===== config.mk =====
export PLATFORM = sky130hd
export DESIGN_NAME = escaped_packet_framer_flat
export DESIGN_NICKNAME = d
export VERILOG_FILES = /design/src/hdl/epf_pkg.sv /design/src/hdl/epf_in_if.sv /design/src/hdl/epf_out_if.sv /design/src/hdl/epf_front.sv /design/src/hdl/epf_queue.sv /design/src/hdl/epf_back.sv /design/src/hdl/escaped_packet_framer.sv /design/src/flat_wrapper.sv
export SDC_FILE = /design/constraint.sdc
export NUM_CORES = 1
export LEC_CHECK = 0
export BUFFER_PORTS_ARGS = -buffer_cell sky130_fd_sc_hd__buf_4
export CORE_AREA = 2 2 132 166
export DETAILED_ROUTE_END_ITERATION = 6
export DIE_AREA = 0 0 134 168
export PLACE_DENSITY = 0.5
export SLEW_MARGIN = 20
export SYNTH_ARGS = -nofsm -noshare
export SYNTH_HDL_FRONTEND = slang
export SYNTH_HIERARCHICAL = 1
export SYNTH_SLANG_ARGS = --single-unit

===== constraint.sdc =====
create_clock -name clk_i -period 3.9 [get_ports clk_i]
set_clock_uncertainty 0.15 [all_clocks]
set_input_delay 0.39 -clock clk_i [delete_from_list [all_inputs] [get_ports clk_i]]
set_output_delay 0.39 -clock clk_i [all_outputs]
set_load 0.005 [all_outputs]

===== src/hdl/epf_pkg.sv =====
package epf_pkg;

  // Wire escape codes and configuration defaults
  localparam logic [7:0] EscLead       = 8'hD0;
  localparam logic [7:0] EscCharE0     = 8'hE0;
  localparam logic [7:0] EscCodeD0     = 8'hCF;
  localparam logic [7:0] EscCodeE0     = 8'hDF;
  localparam logic [7:0] SyncDef       = 8'hE0;
  localparam logic [7:0] MaxPayloadDef = 8'hFE;

  // Token slots per job; a start fills sync, address, count, checksum
  localparam int unsigned NumTok  = 4;
  localparam int unsigned TokIdxW = $clog2(NumTok);

  typedef enum logic {
    CMD_START = 1'b0,
    CMD_DATA  = 1'b1
  } cmd_e;

  typedef enum logic [1:0] {
    STAT_OK        = 2'd0,
    STAT_TOO_LARGE = 2'd1,
    STAT_NO_FRAME  = 2'd2
  } status_e;

  typedef enum logic {
    CFG_SYNC        = 1'b0,
    CFG_MAX_PAYLOAD = 1'b1
  } cfg_idx_e;

  // One classified input word: raw tokens for the back end to escape and send
  typedef struct packed {
    logic [TokIdxW-1:0]         last_tok;
    logic [NumTok-1:0][7:0]     tok;
    logic [NumTok-1:0]          esc_en;
    logic                       ends_frame;
    status_e                    status;
  } job_t;

  function automatic logic needs_esc(input logic [7:0] b);
    return (b == EscLead) || (b == EscCharE0);
  endfunction

  function automatic logic [7:0] esc_code(input logic [7:0] b);
    return (b == EscLead) ? EscCodeD0 : EscCodeE0;
  endfunction

endpackage


===== src/hdl/epf_in_if.sv =====
interface epf_in_if;
  logic       valid;
  logic       ready;
  logic       command;
  logic [7:0] node_address;
  logic [7:0] payload_length;
  logic [7:0] data_byte;

  modport source (output valid, command, node_address, payload_length, data_byte,
                  input ready);
  modport sink (input valid, command, node_address, payload_length, data_byte,
                output ready);
endinterface


===== src/hdl/epf_out_if.sv =====
interface epf_out_if;
  logic       valid;
  logic       ready;
  logic [7:0] out_byte;
  logic       run_last;
  logic       frame_done;
  logic [1:0] status;

  modport source (output valid, out_byte, run_last, frame_done, status,
                  input ready);
  modport sink (input valid, out_byte, run_last, frame_done, status,
                output ready);
endinterface


===== src/hdl/epf_front.sv =====
module epf_front (
  input  logic              clk_i,
  input  logic              rst_ni,
  epf_in_if.sink            in_i,
  input  logic              cfg_we_i,
  input  logic [0:0]        cfg_idx_i,
  input  logic [7:0]        cfg_wdata_i,
  input  logic              q_full_i,
  output logic              push_o,
  output epf_pkg::job_t     job_o
);

  logic [7:0] sync_q, max_q;
  logic       open_q, open_d;
  logic [7:0] left_q, left_d;
  logic [7:0] sum_q, sum_d;
  logic [7:0] count, start_sum, data_sum, left_dec;
  logic       accept;

  assign in_i.ready = !q_full_i;
  assign accept     = in_i.valid && in_i.ready;
  assign push_o     = accept;

  // Configuration registers
  always_ff @(posedge clk_i or negedge rst_ni) begin
    if (!rst_ni) begin
      sync_q <= epf_pkg::SyncDef;
      max_q  <= epf_pkg::MaxPayloadDef;
    end else if (cfg_we_i) begin
      if (cfg_idx_i == epf_pkg::CFG_SYNC) begin
        sync_q <= cfg_wdata_i;
      end else begin
        max_q <= cfg_wdata_i;
      end
    end
  end

  // Classify the word and compute the next frame state
  always_comb begin
    count     = in_i.payload_length + 8'd1;
    start_sum = in_i.node_address + count;
    data_sum  = sum_q + in_i.data_byte;
    left_dec  = left_q - 8'd1;
    job_o     = '0;
    job_o.status = epf_pkg::STAT_OK;
    open_d    = open_q;
    left_d    = left_q;
    sum_d     = sum_q;
    if (in_i.command == epf_pkg::CMD_START) begin
      if (in_i.payload_length > max_q) begin
        job_o.status = epf_pkg::STAT_TOO_LARGE;
        open_d       = 1'b0;
        left_d       = '0;
      end else begin
        job_o.tok[0] = sync_q;
        job_o.tok[1] = in_i.node_address;
        job_o.tok[2] = count;
        job_o.tok[3] = start_sum;
        job_o.esc_en = 4'b1110;
        left_d       = in_i.payload_length;
        sum_d        = start_sum;
        if (in_i.payload_length == '0) begin
          job_o.last_tok   = epf_pkg::TokIdxW'(3);
          job_o.ends_frame = 1'b1;
          open_d           = 1'b0;
        end else begin
          job_o.last_tok = epf_pkg::TokIdxW'(2);
          open_d         = 1'b1;
        end
      end
    end else if (!open_q) begin
      job_o.status = epf_pkg::STAT_NO_FRAME;
    end else begin
      job_o.tok[0] = in_i.data_byte;
      job_o.tok[1] = data_sum;
      job_o.esc_en = 4'b0011;
      sum_d        = data_sum;
      left_d       = left_dec;
      if (left_dec == '0) begin
        job_o.last_tok   = epf_pkg::TokIdxW'(1);
        job_o.ends_frame = 1'b1;
        open_d           = 1'b0;
      end
    end
  end

  // Advance frame state on each accepted word
  always_ff @(posedge clk_i or negedge rst_ni) begin
    if (!rst_ni) begin
      open_q <= 1'b0;
      left_q <= '0;
      sum_q  <= '0;
    end else if (accept) begin
      open_q <= open_d;
      left_q <= left_d;
      sum_q  <= sum_d;
    end
  end

endmodule


===== src/hdl/epf_queue.sv =====
module epf_queue #(
  parameter int unsigned Depth = 2
) (
  input  logic              clk_i,
  input  logic              rst_ni,
  input  logic              push_i,
  input  epf_pkg::job_t     job_i,
  output logic              full_o,
  input  logic              pop_i,
  output logic              valid_o,
  output epf_pkg::job_t     job_o
);

  localparam int unsigned PtrW = (Depth > 1) ? $clog2(Depth) : 1;
  localparam int unsigned CntW = $clog2(Depth + 1);

  epf_pkg::job_t       mem_q [Depth];
  logic [PtrW-1:0]     wr_q, rd_q;
  logic [CntW-1:0]     cnt_q;

  assign full_o  = (cnt_q == CntW'(Depth));
  assign valid_o = (cnt_q != '0);
  assign job_o   = mem_q[rd_q];

  // Store jobs
  always_ff @(posedge clk_i) begin
    if (push_i) begin
      mem_q[wr_q] <= job_i;
    end
  end

  // Advance pointers and fill count
  always_ff @(posedge clk_i or negedge rst_ni) begin
    if (!rst_ni) begin
      wr_q  <= '0;
      rd_q  <= '0;
      cnt_q <= '0;
    end else begin
      if (push_i) begin
        wr_q <= (wr_q == PtrW'(Depth - 1)) ? '0 : wr_q + PtrW'(1);
      end
      if (pop_i) begin
        rd_q <= (rd_q == PtrW'(Depth - 1)) ? '0 : rd_q + PtrW'(1);
      end
      if (push_i && !pop_i) begin
        cnt_q <= cnt_q + CntW'(1);
      end else if (pop_i && !push_i) begin
        cnt_q <= cnt_q - CntW'(1);
      end
    end
  end

endmodule


===== src/hdl/epf_back.sv =====
module epf_back (
  input  logic              clk_i,
  input  logic              rst_ni,
  input  logic              job_valid_i,
  input  epf_pkg::job_t     job_i,
  output logic              pop_o,
  epf_out_if.source         out_o
);

  logic [epf_pkg::TokIdxW-1:0] idx_q;
  logic                        half_q;
  logic                        out_valid_q;
  logic [7:0]                  byte_q;
  logic                        run_last_q, frame_done_q;
  logic [1:0]                  status_q;
  logic [7:0]                  cur, wire_byte;
  logic                        esc, tok_end, job_end, fire;

  // Pick the wire word for the current token
  always_comb begin
    cur       = job_i.tok[idx_q];
    esc       = job_i.esc_en[idx_q] && epf_pkg::needs_esc(cur);
    tok_end   = !esc || half_q;
    job_end   = tok_end && (idx_q == job_i.last_tok);
    fire      = job_valid_i && (!out_valid_q || out_o.ready);
    wire_byte = half_q ? epf_pkg::esc_code(cur) : (esc ? epf_pkg::EscLead : cur);
  end

  assign pop_o = fire && job_end;

  // Walk tokens and escape halves
  always_ff @(posedge clk_i or negedge rst_ni) begin
    if (!rst_ni) begin
      idx_q       <= '0;
      half_q      <= 1'b0;
      out_valid_q <= 1'b0;
    end else begin
      if (fire) begin
        out_valid_q <= 1'b1;
        if (tok_end) begin
          half_q <= 1'b0;
          idx_q  <= job_end ? '0 : idx_q + epf_pkg::TokIdxW'(1);
        end else begin
          half_q <= 1'b1;
        end
      end else if (out_o.ready) begin
        out_valid_q <= 1'b0;
      end
    end
  end

  // Hold output word until taken
  always_ff @(posedge clk_i) begin
    if (fire) begin
      byte_q       <= wire_byte;
      run_last_q   <= job_end;
      frame_done_q <= job_end && job_i.ends_frame;
      status_q     <= job_i.status;
    end
  end

  assign out_o.valid      = out_valid_q;
  assign out_o.out_byte   = byte_q;
  assign out_o.run_last   = run_last_q;
  assign out_o.frame_done = frame_done_q;
  assign out_o.status     = status_q;

endmodule


===== src/hdl/escaped_packet_framer.sv =====
// Channel   Role    Payload
// in_i      sink    command, node_address, payload_length, data_byte
// out_o     source  out_byte, run_last, frame_done, status
// cfg       write   cfg_we_i, cfg_idx_i (0 sync_byte, 1 max_payload), cfg_wdata_i
//
// The back end sends one wire word per cycle while out_o is ready: a start sends
// sync, address, count; a data word its byte; frame end the checksum; errors 00.
// The front end classifies a word in the cycle it is accepted and queues it;
// input and output stall independently through a QDepth-entry job queue.
// Reset is asynchronous and clears all but the data registers at once; no sweep.
module escaped_packet_framer #(
  parameter int unsigned QDepth = 2
) (
  input  logic       clk_i,
  input  logic       rst_ni,
  epf_in_if.sink     in_i,
  epf_out_if.source  out_o,
  input  logic       cfg_we_i,
  input  logic [0:0] cfg_idx_i,
  input  logic [7:0] cfg_wdata_i
);

  epf_pkg::job_t push_job, head_job;
  logic          push, q_full, q_valid, pop;

  epf_front u_front (
    .clk_i       (clk_i),
    .rst_ni      (rst_ni),
    .in_i        (in_i),
    .cfg_we_i    (cfg_we_i),
    .cfg_idx_i   (cfg_idx_i),
    .cfg_wdata_i (cfg_wdata_i),
    .q_full_i    (q_full),
    .push_o      (push),
    .job_o       (push_job)
  );

  epf_queue #(
    .Depth (QDepth)
  ) u_queue (
    .clk_i   (clk_i),
    .rst_ni  (rst_ni),
    .push_i  (push),
    .job_i   (push_job),
    .full_o  (q_full),
    .pop_i   (pop),
    .valid_o (q_valid),
    .job_o   (head_job)
  );

  epf_back u_back (
    .clk_i       (clk_i),
    .rst_ni      (rst_ni),
    .job_valid_i (q_valid),
    .job_i       (head_job),
    .pop_o       (pop),
    .out_o       (out_o)
  );

endmodule


===== src/flat_wrapper.sv =====
// flat-port wrapper written by rule: the top's interface ports become plain ports
module escaped_packet_framer_flat 
#(
  parameter int unsigned QDepth = 2
)
  (clk_i, rst_ni, cfg_we_i, cfg_idx_i, cfg_wdata_i, in_i_valid, in_i_command, in_i_node_address, in_i_payload_length, in_i_data_byte, in_i_ready, out_o_valid, out_o_out_byte, out_o_run_last, out_o_frame_done, out_o_status, out_o_ready);
  epf_in_if in_i_i ();
  epf_out_if out_o_i ();
  input  logic clk_i;
  input  logic rst_ni;
  input  logic cfg_we_i;
  input  logic [0:0] cfg_idx_i;
  input  logic [7:0] cfg_wdata_i;
  input wire logic [$bits(in_i_i.valid)-1:0] in_i_valid;
  input wire logic [$bits(in_i_i.command)-1:0] in_i_command;
  input wire logic [$bits(in_i_i.node_address)-1:0] in_i_node_address;
  input wire logic [$bits(in_i_i.payload_length)-1:0] in_i_payload_length;
  input wire logic [$bits(in_i_i.data_byte)-1:0] in_i_data_byte;
  output wire logic [$bits(in_i_i.ready)-1:0] in_i_ready;
  output wire logic [$bits(out_o_i.valid)-1:0] out_o_valid;
  output wire logic [$bits(out_o_i.out_byte)-1:0] out_o_out_byte;
  output wire logic [$bits(out_o_i.run_last)-1:0] out_o_run_last;
  output wire logic [$bits(out_o_i.frame_done)-1:0] out_o_frame_done;
  output wire logic [$bits(out_o_i.status)-1:0] out_o_status;
  input wire logic [$bits(out_o_i.ready)-1:0] out_o_ready;
  assign in_i_i.valid = in_i_valid;
  assign in_i_i.command = in_i_command;
  assign in_i_i.node_address = in_i_node_address;
  assign in_i_i.payload_length = in_i_payload_length;
  assign in_i_i.data_byte = in_i_data_byte;
  assign in_i_ready = in_i_i.ready;
  assign out_o_valid = out_o_i.valid;
  assign out_o_out_byte = out_o_i.out_byte;
  assign out_o_run_last = out_o_i.run_last;
  assign out_o_frame_done = out_o_i.frame_done;
  assign out_o_status = out_o_i.status;
  assign out_o_i.ready = out_o_ready;
  escaped_packet_framer #(.QDepth(QDepth)) u_core (.clk_i(clk_i), .rst_ni(rst_ni), .in_i(in_i_i), .out_o(out_o_i), .cfg_we_i(cfg_we_i), .cfg_idx_i(cfg_idx_i), .cfg_wdata_i(cfg_wdata_i));
endmodule

**After elaboration in Yosys (flattened, before gate mapping)**

Memory sizes are Yosys's and may differ from the RTL's.
Index checks and enable logic that the tools add are counted.

- Bits in registers: 53
- Memory bits (writable): 82
- Word-level logic and storage cells: 100
- Memories kept: 1

Memories:

| name | depth | bits a word | rd ports | clocked after memory_dff | wr ports | RTL line | RTL |
|---|---|---|---|---|---|---|---|
| u_core.u_queue.mem_q | 2 | 41 | 1 | 0 | 1 | epf_queue.sv:17 | `epf_pkg::job_t mem_q [Depth];` |

- Add/subtract/negate cells: 9
- Order comparisons: 2
- Eq/ne operators: 6
- Mux-type cells: 40
- Bitwise gates (word level): 1
- Reduce and logical (&&, ||, !) cells: 26

Operators with widths:

| operator | count |
|---|---|
| $mux W8 | 9 |
| $mux W39 | 1 |
| $mux W23 | 1 |
| $mux W21 | 1 |
| $mux W1 | 19 |
| $add A8 B8 Y8 | 2 |
| $bmux W8 S2 | 1 |
| $eq A8 B8 Y1 const B | 2 |
| $logic_not A8 Y1 | 2 |
| $mux W16 | 1 |
| $mux W2 | 5 |
| $add A8 B1 Y8 const B | 1 |
| $gt A8 B8 Y1 | 1 |
| $logic_and A1 B1 Y1 | 8 |
| $reduce_and A2 Y1 | 4 |
| $sub A8 B1 Y8 const B | 1 |
| $reduce_bool A2 Y1 | 3 |
| $logic_not A1 Y1 | 5 |
| $mux W5 | 1 |
| $add A2 B1 Y2 const B | 2 |
| $logic_or A1 B1 Y1 | 3 |
| $lt A2 B3 Y1 const B | 1 |
| $reduce_and A3 Y1 | 1 |
| $add A1 B1 Y1 const B | 2 |
| 7 further kinds | 7 |

**Logic depth before layout (Yosys ltp)**

Gate-level depths: netlist of run 1.
An unclocked memory read counts as a cell.

- Word-level depth: 13
- Depth in mapped cells: 12
- Mapped depth without buffers: 10

**Cells and area by module**

Netlist of run 1, hierarchy kept.

Modules (own cells, without submodules):

| module | times used | cells an instance | area each (µm²) |
|---|---|---|---|
| epf_queue | 1 | 144 | 3350.7 |
| epf_front | 1 | 319 | 2911.5 |
| epf_back | 1 | 65 | 959.7 |

**Worst setup path after synthesis of run 1**

OpenSTA, ideal clock, no wires.

- Path kind: reg2reg
- Start: register u_core.u_queue.cnt_q[1]
- End: memory u_core/u_queue/mem_q[0][0] in the netlist's numbering (enable)
- Library setup time: 444 ps
- Data arrival time: 2693 ps
- Data required time: 3306 ps
- Setup slack: 613 ps
- Stages on the path, launching flop included: 5
- Clock period less this slack: 3287 ps
- Cells stage by stage: dfrtp_1 nor2b_1 nand2b_1 inv_1 nor2b_1

- Cells in the longest elaborated chain, start to end: 5

Ends and longest elaborated chain:

| item | RTL line | RTL |
|---|---|---|
| start, declared | epf_queue.sv:19 | `logic [CntW-1:0] cnt_q;` |
| start signal, assigned | epf_queue.sv:46 | `cnt_q <= cnt_q + CntW'(1);` |
| start signal, assigned | epf_queue.sv:48 | `cnt_q <= cnt_q - CntW'(1);` |
| $eq A2 B2 Y1 | epf_queue.sv:21 | `assign full_o = (cnt_q == CntW'(Depth));` |
| via u_core.q_full | escaped_packet_framer.sv:24 | `logic push, q_full, q_valid, pop;` |
| $logic_not A1 Y1 | epf_front.sv:20 | `assign in_i.ready = !q_full_i;` |
| $logic_and A1 B1 Y1 | epf_front.sv:21 | `assign accept = in_i.valid && in_i.ready;` |
| via u_core.push | escaped_packet_framer.sv:24 |  |
| $mux W1 | epf_queue.sv:27 | `if (push_i) begin` |
| $mux W1 (not written as such) | epf_queue.sv:28 | `mem_q[wr_q] <= job_i;` |
| end, declared | epf_queue.sv:17 |  |

The timed path passes the listed nets, and every way through them passes these cells.

==> results by group, run 1 <==
Outcome
  – Run status: finished, final reports clean

Clock tree
  – Quantity of gates resized following cts: 0
  – Number of buffers on the longest clock path: 2
  – Hold bufs inserted after CTS: 1
  – Clock latency of the later-clocked register in the worst-skew pair: between 0.4 and 0.5 ns
  – TritonCTS clock tree: done
  – # Post-CTS Setup Buffers: 0
  – CTS clk-pin slew, worst paths: 0.06 ns
  – Number of buffers added by the clock tree synthesis step: 17
  – Sink Count: 135
  – CTS Root Cell: sky130_fd_sc_hd__clkbuf_16
  – Number of levels the H-tree was split into: 4

Timing
  – Number of failing hold endpoints at the final stage: 0
  – Final-layout setup total negative slack: 0 ns
  – Worst-Margin Slew: between 1 and 1.5 ns
  – Highest clock rate: 319 MHz
  – Count of final max-slew check failures: 0
  – Setup repair after global routing missed its margin: no
  – Worst max-slew margin expressed relative to the limit: 30.5%
  – Total setup violations reported at the end of the flow: 0
  – Min Tclk post-route: 3.14 ns
  – Tcrit/Tclk final: 80.4%

Pwr
  – Power density over the cells: roughly 750 nW/um2
  – Maximum vdd drop: 271 uV
  – Clock network power share: 26.2%
  – Switching fraction of total power: between 30 and 40%
  – Internal Power: 4350 uW
  – Combinational group share of total power: 36.2%
  – Portion of total power attributed to sequential cells: 37.6%
  – Total net switching power: about 2000 uW
  – Pleak: roughly 0.0034 uW
  – Sum of internal, switching and leakage power: 6300 uW

Drt
  – DR pass1 iterations: 4
  – Post-detailed-route DRC marker count: 0
  – Total number of vias: about 4.3k
  – Starting DRC count in detailed routing: 231
  – Vias per cell: approximately 4.9
  – Total length of routed wires: 15600 um
  – Routed length per placed instance: 17.8 um
  – Remaining antenna violation count: 0

Floorplanning
  – Height of the die: about 170 um
  – Floorplan die width: 134 um
  – Initial cell density of the core: 34.2%
  – Area of the core region: 21100 um2
  – Site row count: 60
  – Total I/O pin count: 53
  – Floorplan die area: ~23000 um2

Yosys
  – Mean post-synth cell area: 13.7 um2
  – Post-synth net total: 597
  – Number of synthesized register bits: 135
  – Gate Count Post-Synth: around 530
  – Leading register cell type out of synthesis: sky130_fd_sc_hd__edfxtp_1
  – Count of flip-flops with a built-in enable after synthesis: 94
  – Warning count from the yosys run: 6
  – FFs w/ async S/R, synth: 30.4%
  – Unique masters post-synth: 70
  – Cell area after synthesis: 7220 um2
  – Sequential area share after synthesis: 53.5%

Placement
  – Count of buffers inserted at the top-level ports: 52
  – GP Congestion: 0.828
  – Total half-perimeter wirelength after legalization and detailed placement: 11400 um

Global routing
  – Global-route wire length before repair: 24600 um
  – Number of global-route vias before repair: between 4k and 5k
  – Maximum number of pins on one net before global-route repair: 43
  – Final global-route overflow total: 0
  – All-layer global routing usage: roughly 15%
  – Number of antenna violations at the first check in global routing: 0

Worst hold path
  – Startpoint of the lowest-slack hold path: cfg_wdata_i[4]
  – End of the worst hold path: u_core/u_front/sync_q[4]
  – Hold path cells: 2
  – Class of the worst hold path: input pin to flop

Critical path
  – Reg2Reg Depth: 11
  – Endpoint class of the critical path: flop
  – Reg2reg end: u_core/u_queue/cnt_q[1]
  – Worst-path fanout max: 42
  – Arrival time at the worst endpoint: 3.28 ns
  – Kind of critical path: flop to flop
  – WP data required: 4.05 ns
  – Kind of launch point of the worst setup path: flop
  – Critical register-to-register path startpoint: u_core/u_queue/rd_q
  – FF-to-FF setup slack: 0.76 ns

Layout
  – Post-layout nets: about 650
  – Number of antenna diodes: 0
  – Layout cell share with drive strength beyond 1: a little under a third
  – Area growth from synthesis to layout: 16.6%

Flow run
  – Max-cap check violation count: 0
==> layer usage <==
| metal | track usage (%) | share of wire (%) | vias to the layer above | wire length (um) |
|---|---|---|---|---|
| met2 | 25.4 | 51 | 71 | 8000 |
| met3 | 3.22 | 2.6 | 15 | 399 |
| met5 | 0 | 0 | - | 0 |
| li1 | - | - | 2075 | - |
| met1 | 17.4 | 44 | 2104 | 6900 |
| met4 | 6.11 | 1.9 | 0 | 300 |
==> sequential cells by signal (all words and copies together), names as in the netlist <==
signal                          cells
u_core/u_queue/cnt_q                2
u_core/u_back/half_q                1
u_core/u_front/max_q                8
u_core/u_front/open_q               1
u_core/u_back/out_o.out_byte        8
u_core/u_queue/wr_q                 1
u_core/u_back/out_o.valid           1
u_core/u_back/idx_q                 2
u_core/u_back/out_o.run_last        1
u_core/u_front/sum_q                8
u_core/u_front/left_q               8
u_core/u_queue/mem_q               82
u_core/u_back/out_o.status          2
u_core/u_back/out_o.frame_done      1
u_core/u_queue/rd_q                 1
u_core/u_front/sync_q               8
==> logic make-up after synthesis <==
group,count (synthesis),synth area share [%]
flops,135,53.5
simple gates,130,9.88
compound gates,81,8.07
mux,72,14.9
buf+inv,51,4.61
fa+ha+maj,30,5.41
xor+xnor,29,3.71
==> metrics by stage <==
stage | std cells | cell area (um2) | hold slack, ns | setup slack [ns] | util, %
floorplan | 528 | 7220 | -0.0556 | 0.613 | -
global placement | 842 | 7800 | 0.272 | 0.762 | 37.0
detailed placement | 842 | 7800 | 0.279 | 0.724 | 37.0
CTS | 875 | 8420 | 0.0409 | 0.719 | 39.9
global route | 875 | 8420 | 0.0522 | 0.569 | 39.9
finish | 875 | 8420 | 0.0620 | 0.763 | 39.9
==> worst max path at each step <==
stage	start	endpoint	slack [ns]	cells after the start
final	u_core/u_queue/rd_q	u_core/u_queue/cnt_q[1]	0.76	11
after detailed placement	u_core/u_queue/rd_q	u_core/u_queue/cnt_q[1]	0.72	10
after global placement	u_core/u_queue/rd_q	u_core/u_queue/cnt_q[1]	0.76	11
after CTS	u_core/u_queue/rd_q	u_core/u_queue/cnt_q[1]	0.72	10
after floorplan	u_core/u_queue/cnt_q[1]	u_core/u_queue/mem_q[0][0]	0.61	4
after global routing	u_core/u_queue/rd_q	u_core/u_queue/cnt_q[1]	0.57	10
==> power groups by stage <==
stage | Combinational [uW] | Sequential, uW | Clock [uW]
3_3_place_gp | 2250 | 2410 | 0
3_5_place_dp | 2310 | 2410 | 0
5_1_grt | 2520 | 2430 | 1760
6_report | 2280 | 2370 | 1650
2_1_floorplan | 1850 | 2320 | 0
4_1_cts | 2320 | 2380 | 1700
==> worst max-delay path, cell delays in order (launching register included) <==
cell                       delay (ns)
sky130_fd_sc_hd__dfrtp_2         0.37
sky130_fd_sc_hd__buf_12          0.29
sky130_fd_sc_hd__mux2_4          0.33
sky130_fd_sc_hd__mux4_1          0.52
sky130_fd_sc_hd__and4bb_1        0.35
sky130_fd_sc_hd__nand4b_2        0.20
sky130_fd_sc_hd__and3_2          0.27
sky130_fd_sc_hd__inv_1           0.06
sky130_fd_sc_hd__ha_1            0.15
sky130_fd_sc_hd__xor2_1          0.14
sky130_fd_sc_hd__nor2_1          0.06
sky130_fd_sc_hd__xor2_1          0.13
==> cells in the final DEF (no fill, tap or decap), types with 3 or more instances in the layout <==
cell type,n
sky130_fd_sc_hd__edfxtp_1,94
sky130_fd_sc_hd__buf_4,55
sky130_fd_sc_hd__mux2_4,40
sky130_fd_sc_hd__nor2_1,31
sky130_fd_sc_hd__dfrtp_1,30
sky130_fd_sc_hd__inv_1,28
sky130_fd_sc_hd__ha_1,28
sky130_fd_sc_hd__nand2_1,21
sky130_fd_sc_hd__mux2_2,20
sky130_fd_sc_hd__clkbuf_16,17
sky130_fd_sc_hd__xor2_1,16
sky130_fd_sc_hd__a22o_1,16
sky130_fd_sc_hd__a21oi_1,15
sky130_fd_sc_hd__nand3_1,12
sky130_fd_sc_hd__xnor2_1,12
sky130_fd_sc_hd__nor3_1,10
sky130_fd_sc_hd__o21ai_0,10
sky130_fd_sc_hd__dfstp_2,10
sky130_fd_sc_hd__or2_2,7
sky130_fd_sc_hd__nor2b_1,7
sky130_fd_sc_hd__and2_1,7
sky130_fd_sc_hd__clkinv_2,5
sky130_fd_sc_hd__mux4_2,5
sky130_fd_sc_hd__nand2b_1,5
sky130_fd_sc_hd__o21a_1,5
sky130_fd_sc_hd__bufinv_16,4
sky130_fd_sc_hd__mux4_1,4
sky130_fd_sc_hd__nor3b_1,4
sky130_fd_sc_hd__and3_1,4
sky130_fd_sc_hd__a21o_1,4
sky130_fd_sc_hd__clkinv_1,3
sky130_fd_sc_hd__o21ai_1,3
sky130_fd_sc_hd__a221o_1,3
sky130_fd_sc_hd__o211ai_1,3
sky130_fd_sc_hd__nor4b_1,3
sky130_fd_sc_hd__or3_1,3
sky130_fd_sc_hd__o2111ai_1,3
sky130_fd_sc_hd__mux2i_1,3
==> synthesized netlist by cell type (6+ instances only) <==
cell | n | area (um2)
sky130_fd_sc_hd__dfstp_2 | 10 | 263
sky130_fd_sc_hd__nor2b_1 | 8 | 50.1
sky130_fd_sc_hd__edfxtp_1 | 94 | 2820
sky130_fd_sc_hd__a21oi_1 | 15 | 75.1
sky130_fd_sc_hd__clkbuf_1 | 6 | 22.5
sky130_fd_sc_hd__a22o_1 | 16 | 140
sky130_fd_sc_hd__inv_1 | 28 | 105
sky130_fd_sc_hd__nand2_1 | 21 | 78.8
sky130_fd_sc_hd__nand3_1 | 12 | 60.1
sky130_fd_sc_hd__mux2_4 | 40 | 601
sky130_fd_sc_hd__nor2_1 | 31 | 116
sky130_fd_sc_hd__o21ai_0 | 10 | 50.1
sky130_fd_sc_hd__mux2_2 | 20 | 225
sky130_fd_sc_hd__ha_1 | 28 | 350
sky130_fd_sc_hd__and2_1 | 8 | 50.1
sky130_fd_sc_hd__dfrtp_1 | 31 | 776
sky130_fd_sc_hd__or2_2 | 7 | 43.8
sky130_fd_sc_hd__nor3_1 | 10 | 50.1
sky130_fd_sc_hd__xnor2_1 | 12 | 105
sky130_fd_sc_hd__xor2_1 | 16 | 140
==> cell type report <==
| type | count | area, um2 |
|---|---|---|
| flip-flops and latches | 135 | 3860 |
| repair buffers | 57 | 443 |
| clock inverters | 15 | 185 |
| well taps | 279 | 349 |
| multi-input cells | 342 | 3040 |
| inverters | 30 | 118 |
| fillers | 1981 | 12700 |
| clock buffers | 17 | 425 |
Note: power is estimated with default switching activity, not from simulation.
==> run 2: changes to the inputs <==
Settings changed: PLACE_DENSITY 0.5 to 0.51.
Clock period 3.9 ns to 2.6 ns, I/O delays scaled along.
==> run 2 against run 1 <==
Against the previous run:
- the run now ends with setup timing left
- clock-buffer cell count rose by 1
- sequential share of layout area fell by 4.2 points
- register-to-register slack got worse by 1.1 ns
- cell area rose by 10%
- die area did not move
- combinational power rose by 100%
- critical path type unchanged
- critical endpoint unchanged
- largest cell class unchanged
- largest power group is now combinational logic
==> results by group, run 2 (same netlist as run 1, synthesis figures left out) <==
Layout
  – Final non-filler cell area: 9280 um2 (+10%)
  – Number of flip-flops in the largest register: 82 (unchanged)
  – Post-layout nets: 732 (+12%)
  – Number of antenna diodes: 0 (unchanged)
  – Most frequent cells in the layout: 110 x sky130_fd_sc_hd__buf_4, 94 x sky130_fd_sc_hd__edfxtp_1, 40 x sky130_fd_sc_hd__mux2_4
  – Post-route insts no fill: 954 (+9.0%)
  – Register with the highest flop count: u_core/u_queue/mem_q
  – Layout cell share with drive strength beyond 1: 41.0% (+10 points)
  – Most common cell after layout, fill and taps aside: sky130_fd_sc_hd__buf_4
  – Fill cell total of the finished layout: 1893 (-4.4%)
  – Area growth from synthesis to layout: 28.5%

Placement
  – Pre-CTS worst setup slack: -0.345 ns (-1.07 ns)
  – GP Congestion: 0.853 (+3.0%)
  – Placed Area: 8260 um2 (+6.0%)
  – Total half-perimeter wirelength after legalization and detailed placement: 13000 um (+13%)
  – Count of buffers inserted at the top-level ports: 52 (unchanged)
  – Placed cell count: 894 (+6.2%)

Timing
  – Worst max-slew margin expressed relative to the limit: 54.8% (+24 points)
  – Setup repair after global routing missed its margin: yes
  – Final setup margin: -0.333 ns (-1.10 ns)
  – Worst-Margin Slew: 0.676 ns (-0.366 ns)
  – Count of final max-slew check failures: 0 (unchanged)
  – Min Tclk post-route: 2.93 ns (-0.205 ns)
  – Total setup violations reported at the end of the flow: 8 (+8)
  – Tcrit/Tclk final: 113% (+32 points)
  – Number of failing hold endpoints at the final stage: 0 (unchanged)
  – Highest clock rate: 341 MHz (+7.0%)

Clock tree
  – Number of levels the H-tree was split into: 4 (unchanged)
  – Number of buffers on the longest clock path: 2 (unchanged)
  – CTS Root Cell: sky130_fd_sc_hd__clkbuf_16
  – CTS clk-pin slew, worst paths: 0.06 ns (about the same)
  – TritonCTS clock tree: done
  – Sink Count: 135 (unchanged)
  – Number of buffers added by the clock tree synthesis step: 17 (unchanged)
  – Clock latency of the later-clocked register in the worst-skew pair: 0.42 ns (about the same)

Floorplanning
  – Total I/O pin count: 53 (unchanged)
  – Floorplan die width: 134 um (unchanged)
  – Initial cell density of the core: 34.2% (unchanged)
  – Floorplan die area: 22500 um2 (unchanged)
  – Area of the core region: 21100 um2 (unchanged)
  – Site row count: 60 (unchanged)
  – Height of the die: 168 um (unchanged)

Pwr
  – Power density over the cells: 1130 nW/um2 (+51%)
  – Maximum vdd drop: 549 uV (+100%)
  – Sum of internal, switching and leakage power: 10500 uW (+67%)
  – Pleak: 0.00383 uW (+12%)

Drt
  – Post-detailed-route DRC marker count: 0 (unchanged)
  – Total length of routed wires: 17800 um (+14%)
  – Starting DRC count in detailed routing: 324 (+40%)
  – Remaining antenna violation count: 0 (unchanged)
  – Vias per cell: 4.95 (+1.5%)
  – Total number of vias: 4721 (+11%)
  – DR pass1 iterations: 4 (unchanged)
  – Routed length per placed instance: 18.6 um (+4.5%)

Critical path
  – Arrival time at the worst endpoint: 3.08 ns (-0.20 ns)
  – Longest individual stage delay on the worst path: 0.46 ns (-0.06 ns)
  – Endpoint class of the critical path: flop
  – Ordered cell list for the critical path: buf_6 -> clkbuf_16 -> mux2_4 -> mux4_2 -> and4bb_2 -> nand4b_4 -> and3_4 -> inv_4 -> ha_4 -> xor2_1 -> nor2_1 -> xor2_1
  – Worst-path fanout max: 5 (-88%)
  – Cell with the largest stage delay on the worst path: sky130_fd_sc_hd__mux4_2
  – Kind of launch point of the worst setup path: flop
  – Kind of critical path: flop to flop
  – WP data required: 2.75 ns (-1.30 ns)
  – FF-to-FF setup slack: -0.33 ns (-1.10 ns)
  – Most common cell type on the critical path: sky130_fd_sc_hd__xor2_1

Global routing
  – All-layer global routing usage: 16.2% (+1.6 points)
  – Final global-route overflow total: 0 (unchanged)
  – Maximum number of pins on one net before global-route repair: 42 (-2.3%)
  – Number of antenna violations at the first check in global routing: 0 (unchanged)
  – Global-route wire length before repair: 27000 um (+9.9%)
  – Number of global-route vias before repair: 4894 (+7.9%)

Worst hold path
  – Class of the worst hold path: input pin to flop

Outcome
  – Run status: finished with violations
  – Violations in the final reports: setup timing

Flow run
  – Max-cap check violation count: 0 (unchanged)
-- run 2: final timing paths --
path | cells past startpoint | to | startpoint
worst max-delay path | 12 | u_core/u_queue/cnt_q[1] | u_core/u_queue/rd_q
worst min-delay path | 2 | u_core/u_front/left_q[5] | in_i_payload_length[5]
worst max register to register | 12 | u_core/u_queue/cnt_q[1] | u_core/u_queue/rd_q
worst min register to register | 1 | u_core/u_queue/cnt_q[1] | u_core/u_queue/cnt_q[1]
max in group asynchronous | 2 | u_core/u_queue/rd_q | rst_ni
min in group asynchronous | 2 | u_core/u_front/sync_q[1] | rst_ni
-- run 2: per-stage QoR --
step	util (%)	TNS, ns	hold WS (ns)
after floorplan	-	-0.282	-0.186
after global placement	39.2	-0.895	0.164
after detailed placement	39.2	-1.66	0.161
after CTS	43.1	-1.08	0.00439
after global routing	44.0	-1.62	0.00569
final	44.0	-1.10	0.0192
-- run 2: routing by layer --
metal / GRT usage [%] / up-vias / share of wire [%]
met3: 3.13 / 29 / 2.9
li1: - / 2238 / -
met4: 8.09 / 0 / 3.4
met1: 17.8 / 2345 / 40
met2: 29.5 / 109 / 53
met5: 0 / - / 0
-- run 2: final cells by class --
class | instances | area, um2 | share of cell area (%)
multi-input combinational | 342 | 3170 | 34.2
clock inverter | 13 | 154 | 1.66
timing repair inverter | 1 | 8.76 | 0.0944
sequential | 135 | 3860 | 41.6
inverter | 30 | 123 | 1.32
clock buffer | 18 | 429 | 4.63
tap | 279 | 349 | 3.76
timing repair buffer | 136 | 1180 | 12.7
-- run 2: report_power, final --
part           leakage [uW]  internal [uW]  switching [uW]
registers           0.00136           3190             348
clock network      0.000281           1490             900
logic               0.00218           2480            2100
-- run 2: repair_timing --
| action | 4_1_cts | 5_1_grt |
|---|---|---|
| resized for setup | 16 | 19 |
| pin swaps | 6 | 16 |
| cloned | 2 | 2 |
| setup endpoints to repair | 49 | 69 |
| hold endpoints to repair | 50 | 0 |
| hold buffers | 12 | 0 |
| buffers inserted | 5 | 8 |
-- run 2: worst max-delay path, delay by kind of cell (launching register included) --
kind          cells  cell delay [ns]
xor+xnor          2             0.29
fa+ha+maj         1             0.11
buf+inv           3             0.36
flops             1             0.43
mux               2             0.75
simple gates      4             0.74
==> run 3: changes to the inputs <==
Settings changed: ABC_AREA set to 1, CORE_AREA 2 2 132 166 to 2 2 134 169, DIE_AREA 0 0 134 168 to 0 0 136 171.
==> run 3 against run 2 <==
Against the previous run:
- the run now ends clean
- sequential power down 2%
- synthesized cell count rose by 42%
- via count grew 16%
- sequential cell count unchanged
- utilization fell by 0.98 points
- critical path depth up 5
- cell area increased by 1.2%
- largest power group unchanged
- highest routed layer unchanged
==> results by group, run 3 <==
Outcome
  – Run status: finished, final reports clean

Critical path
  – Reg2Reg Depth: 17 (+5)
  – Delay-heaviest family, CP: simple AND/OR/NAND/NOR gates
  – Critical Path Stages: 17 (+5)
  – Arrival time at the worst endpoint: 2.73 ns (-0.35 ns)
  – Most common cell type on the critical path: sky130_fd_sc_hd__nand2_1
  – Worst-path fanout max: 12 (+7)
  – Endpoint class of the critical path: flop
  – Kind of launch point of the worst setup path: flop
  – Kind of critical path: flop to flop
  – Bufs and invs on worst path: 4 (+1)
  – Ordered cell list for the critical path: buf_12 -> buf_12 -> mux2_4 -> nand2_1 -> nand3_2 -> nand2_1 -> nand2_1 -> nor3_4 -> nand3_4 -> nand2_4 -> nor2_4 -> inv_2 -> ha_4 -> inv_2 -> nand3_2 -> nand2_1 -> nand2_1
  – WP data required: 2.76 ns (about the same)
  – Longest individual stage delay on the worst path: 0.44 ns (-0.02 ns)
  – Cell with the largest stage delay on the worst path: sky130_fd_sc_hd__dfrtp_2

Clock tree
  – Number of levels the H-tree was split into: 4 (unchanged)
  – Number of buffers on the longest clock path: 2 (unchanged)
  – Sink Count: 135 (unchanged)
  – Clock latency of the later-clocked register in the worst-skew pair: 0.42 ns (about the same)
  – CTS Root Cell: sky130_fd_sc_hd__clkbuf_16
  – Number of buffers added by the clock tree synthesis step: 17 (unchanged)
  – CTS clk-pin slew, worst paths: 0.06 ns (about the same)
  – TritonCTS clock tree: done

Layout
  – Fill cell total of the finished layout: 2194 (+16%)
  – Number of antenna diodes: 0 (unchanged)
  – Number of flip-flops in the largest register: 82 (unchanged)
  – Combined area of the multi-input logic cells: 3190 um2 (+0.51%)
  – Layout cell share with drive strength beyond 1: 29.0% (-12 points)
  – Most frequent cells in the layout: 199 x sky130_fd_sc_hd__nand2_1, 101 x sky130_fd_sc_hd__buf_4, 94 x sky130_fd_sc_hd__edfxtp_1
  – Register with the highest flop count: u_core/u_queue/mem_q
  – Post-layout nets: 943 (+29%)
  – Most common cell after layout, fill and taps aside: sky130_fd_sc_hd__nand2_1
  – Area growth from synthesis to layout: 26.0%
  – Sequential cell area: 3860 um2 (unchanged)

Pwr
  – Power density over the cells: 1110 nW/um2 (-1.9%)
  – Sum of internal, switching and leakage power: 10400 uW (-0.77%)
  – Internal Power: 6760 uW (-5.6%)
  – Maximum vdd drop: 535 uV (-2.5%)
  – Portion of total power attributed to sequential cells: 33.2% (-0.4 points)
  – Combinational group share of total power: 45.2% (+1.6 points)
  – Clock network power share: 21.6% (-1.2 points)
  – Total net switching power: 3670 uW (+9.5%)
  – Switching fraction of total power: 35.2% (+3.3 points)
  – Pleak: 0.00428 uW (+12%)

Global routing
  – Number of antenna violations at the first check in global routing: 0 (unchanged)
  – Global-route wire length before repair: 28800 um (+6.6%)
  – All-layer global routing usage: 16.6% (+0.38 points)
  – Number of global-route vias before repair: 5376 (+9.8%)
  – Maximum number of pins on one net before global-route repair: 42 (unchanged)
  – Final global-route overflow total: 0 (unchanged)

Timing
  – Highest clock rate: 390 MHz (+14%)
  – Tcrit/Tclk final: 98.7% (-14 points)
  – Total setup violations reported at the end of the flow: 0 (-8)
  – Worst max-slew margin expressed relative to the limit: 57.8% (+3.0 points)
  – Setup repair after global routing missed its margin: yes
  – Number of failing hold endpoints at the final stage: 0 (unchanged)
  – Worst Hold Slack: 0.0147 ns (-0.00456 ns)
  – Count of final max-slew check failures: 0 (unchanged)
  – Worst-Margin Slew: 0.633 ns (-0.0431 ns)
  – Min Tclk post-route: 2.57 ns (-0.367 ns)

Yosys
  – Synth top area share: 37.9% (-1.2 points)
  – Leading register cell type out of synthesis: sky130_fd_sc_hd__edfxtp_1
  – Gate Count Post-Synth: 752 (+42%)
  – Most instantiated library cell after synthesis: sky130_fd_sc_hd__nand2_1
  – Warning count from the yosys run: 6 (unchanged)
  – Dominant cells by area after synthesis: sky130_fd_sc_hd__edfxtp_1 38%, sky130_fd_sc_hd__nand2_1 11%, sky130_fd_sc_hd__dfrtp_1 10%, sky130_fd_sc_hd__mux2_4 7.9%, sky130_fd_sc_hd__ha_1 4.7%
  – Mean post-synth cell area: 9.90 um2 (-28%)
  – Unique masters post-synth: 37 (-47%)
  – Top cells by count, synth: 213 x sky130_fd_sc_hd__nand2_1, 94 x sky130_fd_sc_hd__edfxtp_1, 73 x sky130_fd_sc_hd__inv_1
  – FFs w/ async S/R, synth: 30.4% (unchanged)
  – Post-synth net total: 821 (+38%)
  – Cell area after synthesis: 7450 um2 (+3.1%)
  – Leading area contributor after synthesis: sky130_fd_sc_hd__edfxtp_1
  – Number of synthesized register bits: 135 (unchanged)
  – Sequential area share after synthesis: 51.8% (-1.6 points)
  – Count of flip-flops with a built-in enable after synthesis: 94 (unchanged)

Placement
  – GP Congestion: 0.844 (-1.1%)
  – Total half-perimeter wirelength after legalization and detailed placement: 13300 um (+2.7%)
  – Count of buffers inserted at the top-level ports: 52 (unchanged)

Floorplanning
  – Floorplan die width: 136 um (+1.5%)
  – Floorplan die area: 23300 um2 (+3.3%)
  – Site row count: 61 (+1.7%)
  – Area of the core region: 21800 um2 (+3.5%)
  – Height of the die: 171 um (+1.8%)
  – Initial cell density of the core: 34.1% (-0.11 points)
  – Total I/O pin count: 53 (unchanged)

Worst hold path
  – Hold path cells: 4 (+2)
  – Class of the worst hold path: input pin to flop

Drt
  – Post-detailed-route DRC marker count: 0 (unchanged)
  – Total number of vias: 5468 (+16%)
  – Vias per cell: 4.67 (-5.6%)
  – DR pass1 iterations: 4 (unchanged)
  – Remaining antenna violation count: 0 (unchanged)
  – Starting DRC count in detailed routing: 310 (-4.3%)
  – Routed length per placed instance: 15.6 um (-16%)
  – Total length of routed wires: 18300 um (+2.8%)

Flow run
  – Max-cap check violation count: 0 (unchanged)
## run 3: what timing repair did
action,CTS,global route
endpoints found under the setup margin,1,7
cloned,1,0
hold endpoints to repair,53,0
hold buffers,15,0
pin swaps,7,19
setup buffers,16,8
resized for setup,12,36
## run 3: worst paths after layout
check	slack, ns	from	to
worst max-delay path	0.03	u_core/u_queue/rd_q	u_core/u_queue/cnt_q[1]
worst min-delay path	0.01	in_i_valid	u_core/u_front/open_q
worst max register to register	0.03	u_core/u_queue/rd_q	u_core/u_queue/cnt_q[1]
worst min register to register	0.32	u_core/u_queue/cnt_q[1]	u_core/u_queue/cnt_q[1]
max in group asynchronous	1.61	rst_ni	u_core/u_front/sum_q[1]
min in group asynchronous	0.24	rst_ni	u_core/u_back/idx_q[1]
## run 3: worst reg2reg max path, stage by stage, from the launching register on
cell	delay [ns]
sky130_fd_sc_hd__dfrtp_2	0.44
sky130_fd_sc_hd__buf_12	0.14
sky130_fd_sc_hd__buf_12	0.14
sky130_fd_sc_hd__mux2_4	0.30
sky130_fd_sc_hd__nand2_1	0.08
sky130_fd_sc_hd__nand3_2	0.09
sky130_fd_sc_hd__nand2_1	0.09
sky130_fd_sc_hd__nand2_1	0.11
sky130_fd_sc_hd__nor3_4	0.19
sky130_fd_sc_hd__nand3_4	0.12
sky130_fd_sc_hd__nand2_4	0.09
sky130_fd_sc_hd__nor2_4	0.04
sky130_fd_sc_hd__inv_2	0.07
sky130_fd_sc_hd__ha_4	0.20
sky130_fd_sc_hd__inv_2	0.06
sky130_fd_sc_hd__nand3_2	0.05
sky130_fd_sc_hd__nand2_1	0.06
sky130_fd_sc_hd__nand2_1	0.04
## run 3: area by class of cell
cell class	instances	area share, %
clock buffers	18	4.57
clock inverters	14	1.33
inverters	82	3.28
multi-input cells	509	34.0
flip-flops and latches	135	41.1
well taps	283	3.77
repair buffers	129	11.9
## run 3: layer usage
metal	global-route usage [%]	wire, um	vias up	part of all wire (%)
met2	29.0	9310	120	51
li1	-	-	2753	-
met3	3.05	612	27	3.3
met4	7.25	529	0	2.9
met5	0	0	-	0
met1	19.7	7830	2568	43
## run 3: power by group through the flow
stage               combinational [uW]  clock, uW  sequential (uW)
detailed placement                4030          0             3510
global route                      5240       2400             3530
floorplan                         2840          0             3430
global placement                  4010          0             3520
CTS                               4470       2310             3470
finish                            4710       2260             3460
## run 3: metrics by stage
stage           TNS, ns  cell area (um2)  setup WS [ns]  util, %  cells
2_1_floorplan         0             7450         0.0721        -    752
3_3_place_gp   -0.00253             8290       -0.00253     38.0   1098
3_5_place_dp    -0.0386             8290        -0.0386     38.0   1098
4_1_cts               0             9200        0.00791     42.1   1162
5_1_grt          -0.219             9390         -0.145     43.0   1170
6_report              0             9390         0.0338     43.0   1170
## run 3: cells by family (layout without fill, tap and decap cells)
| logic type | count (synthesis) | count (layout) | synth area share, % |
|---|---|---|---|
| compound gates | 70 | 70 | 5.07 |
| xor+xnor | 16 | 16 | 1.88 |
| fa+ha+maj | 30 | 30 | 5.24 |
| buf+inv | 108 | 243 | 7.39 |
| flops | 135 | 135 | 51.8 |
| mux | 41 | 41 | 8.16 |
| simple gates | 352 | 352 | 20.4 |
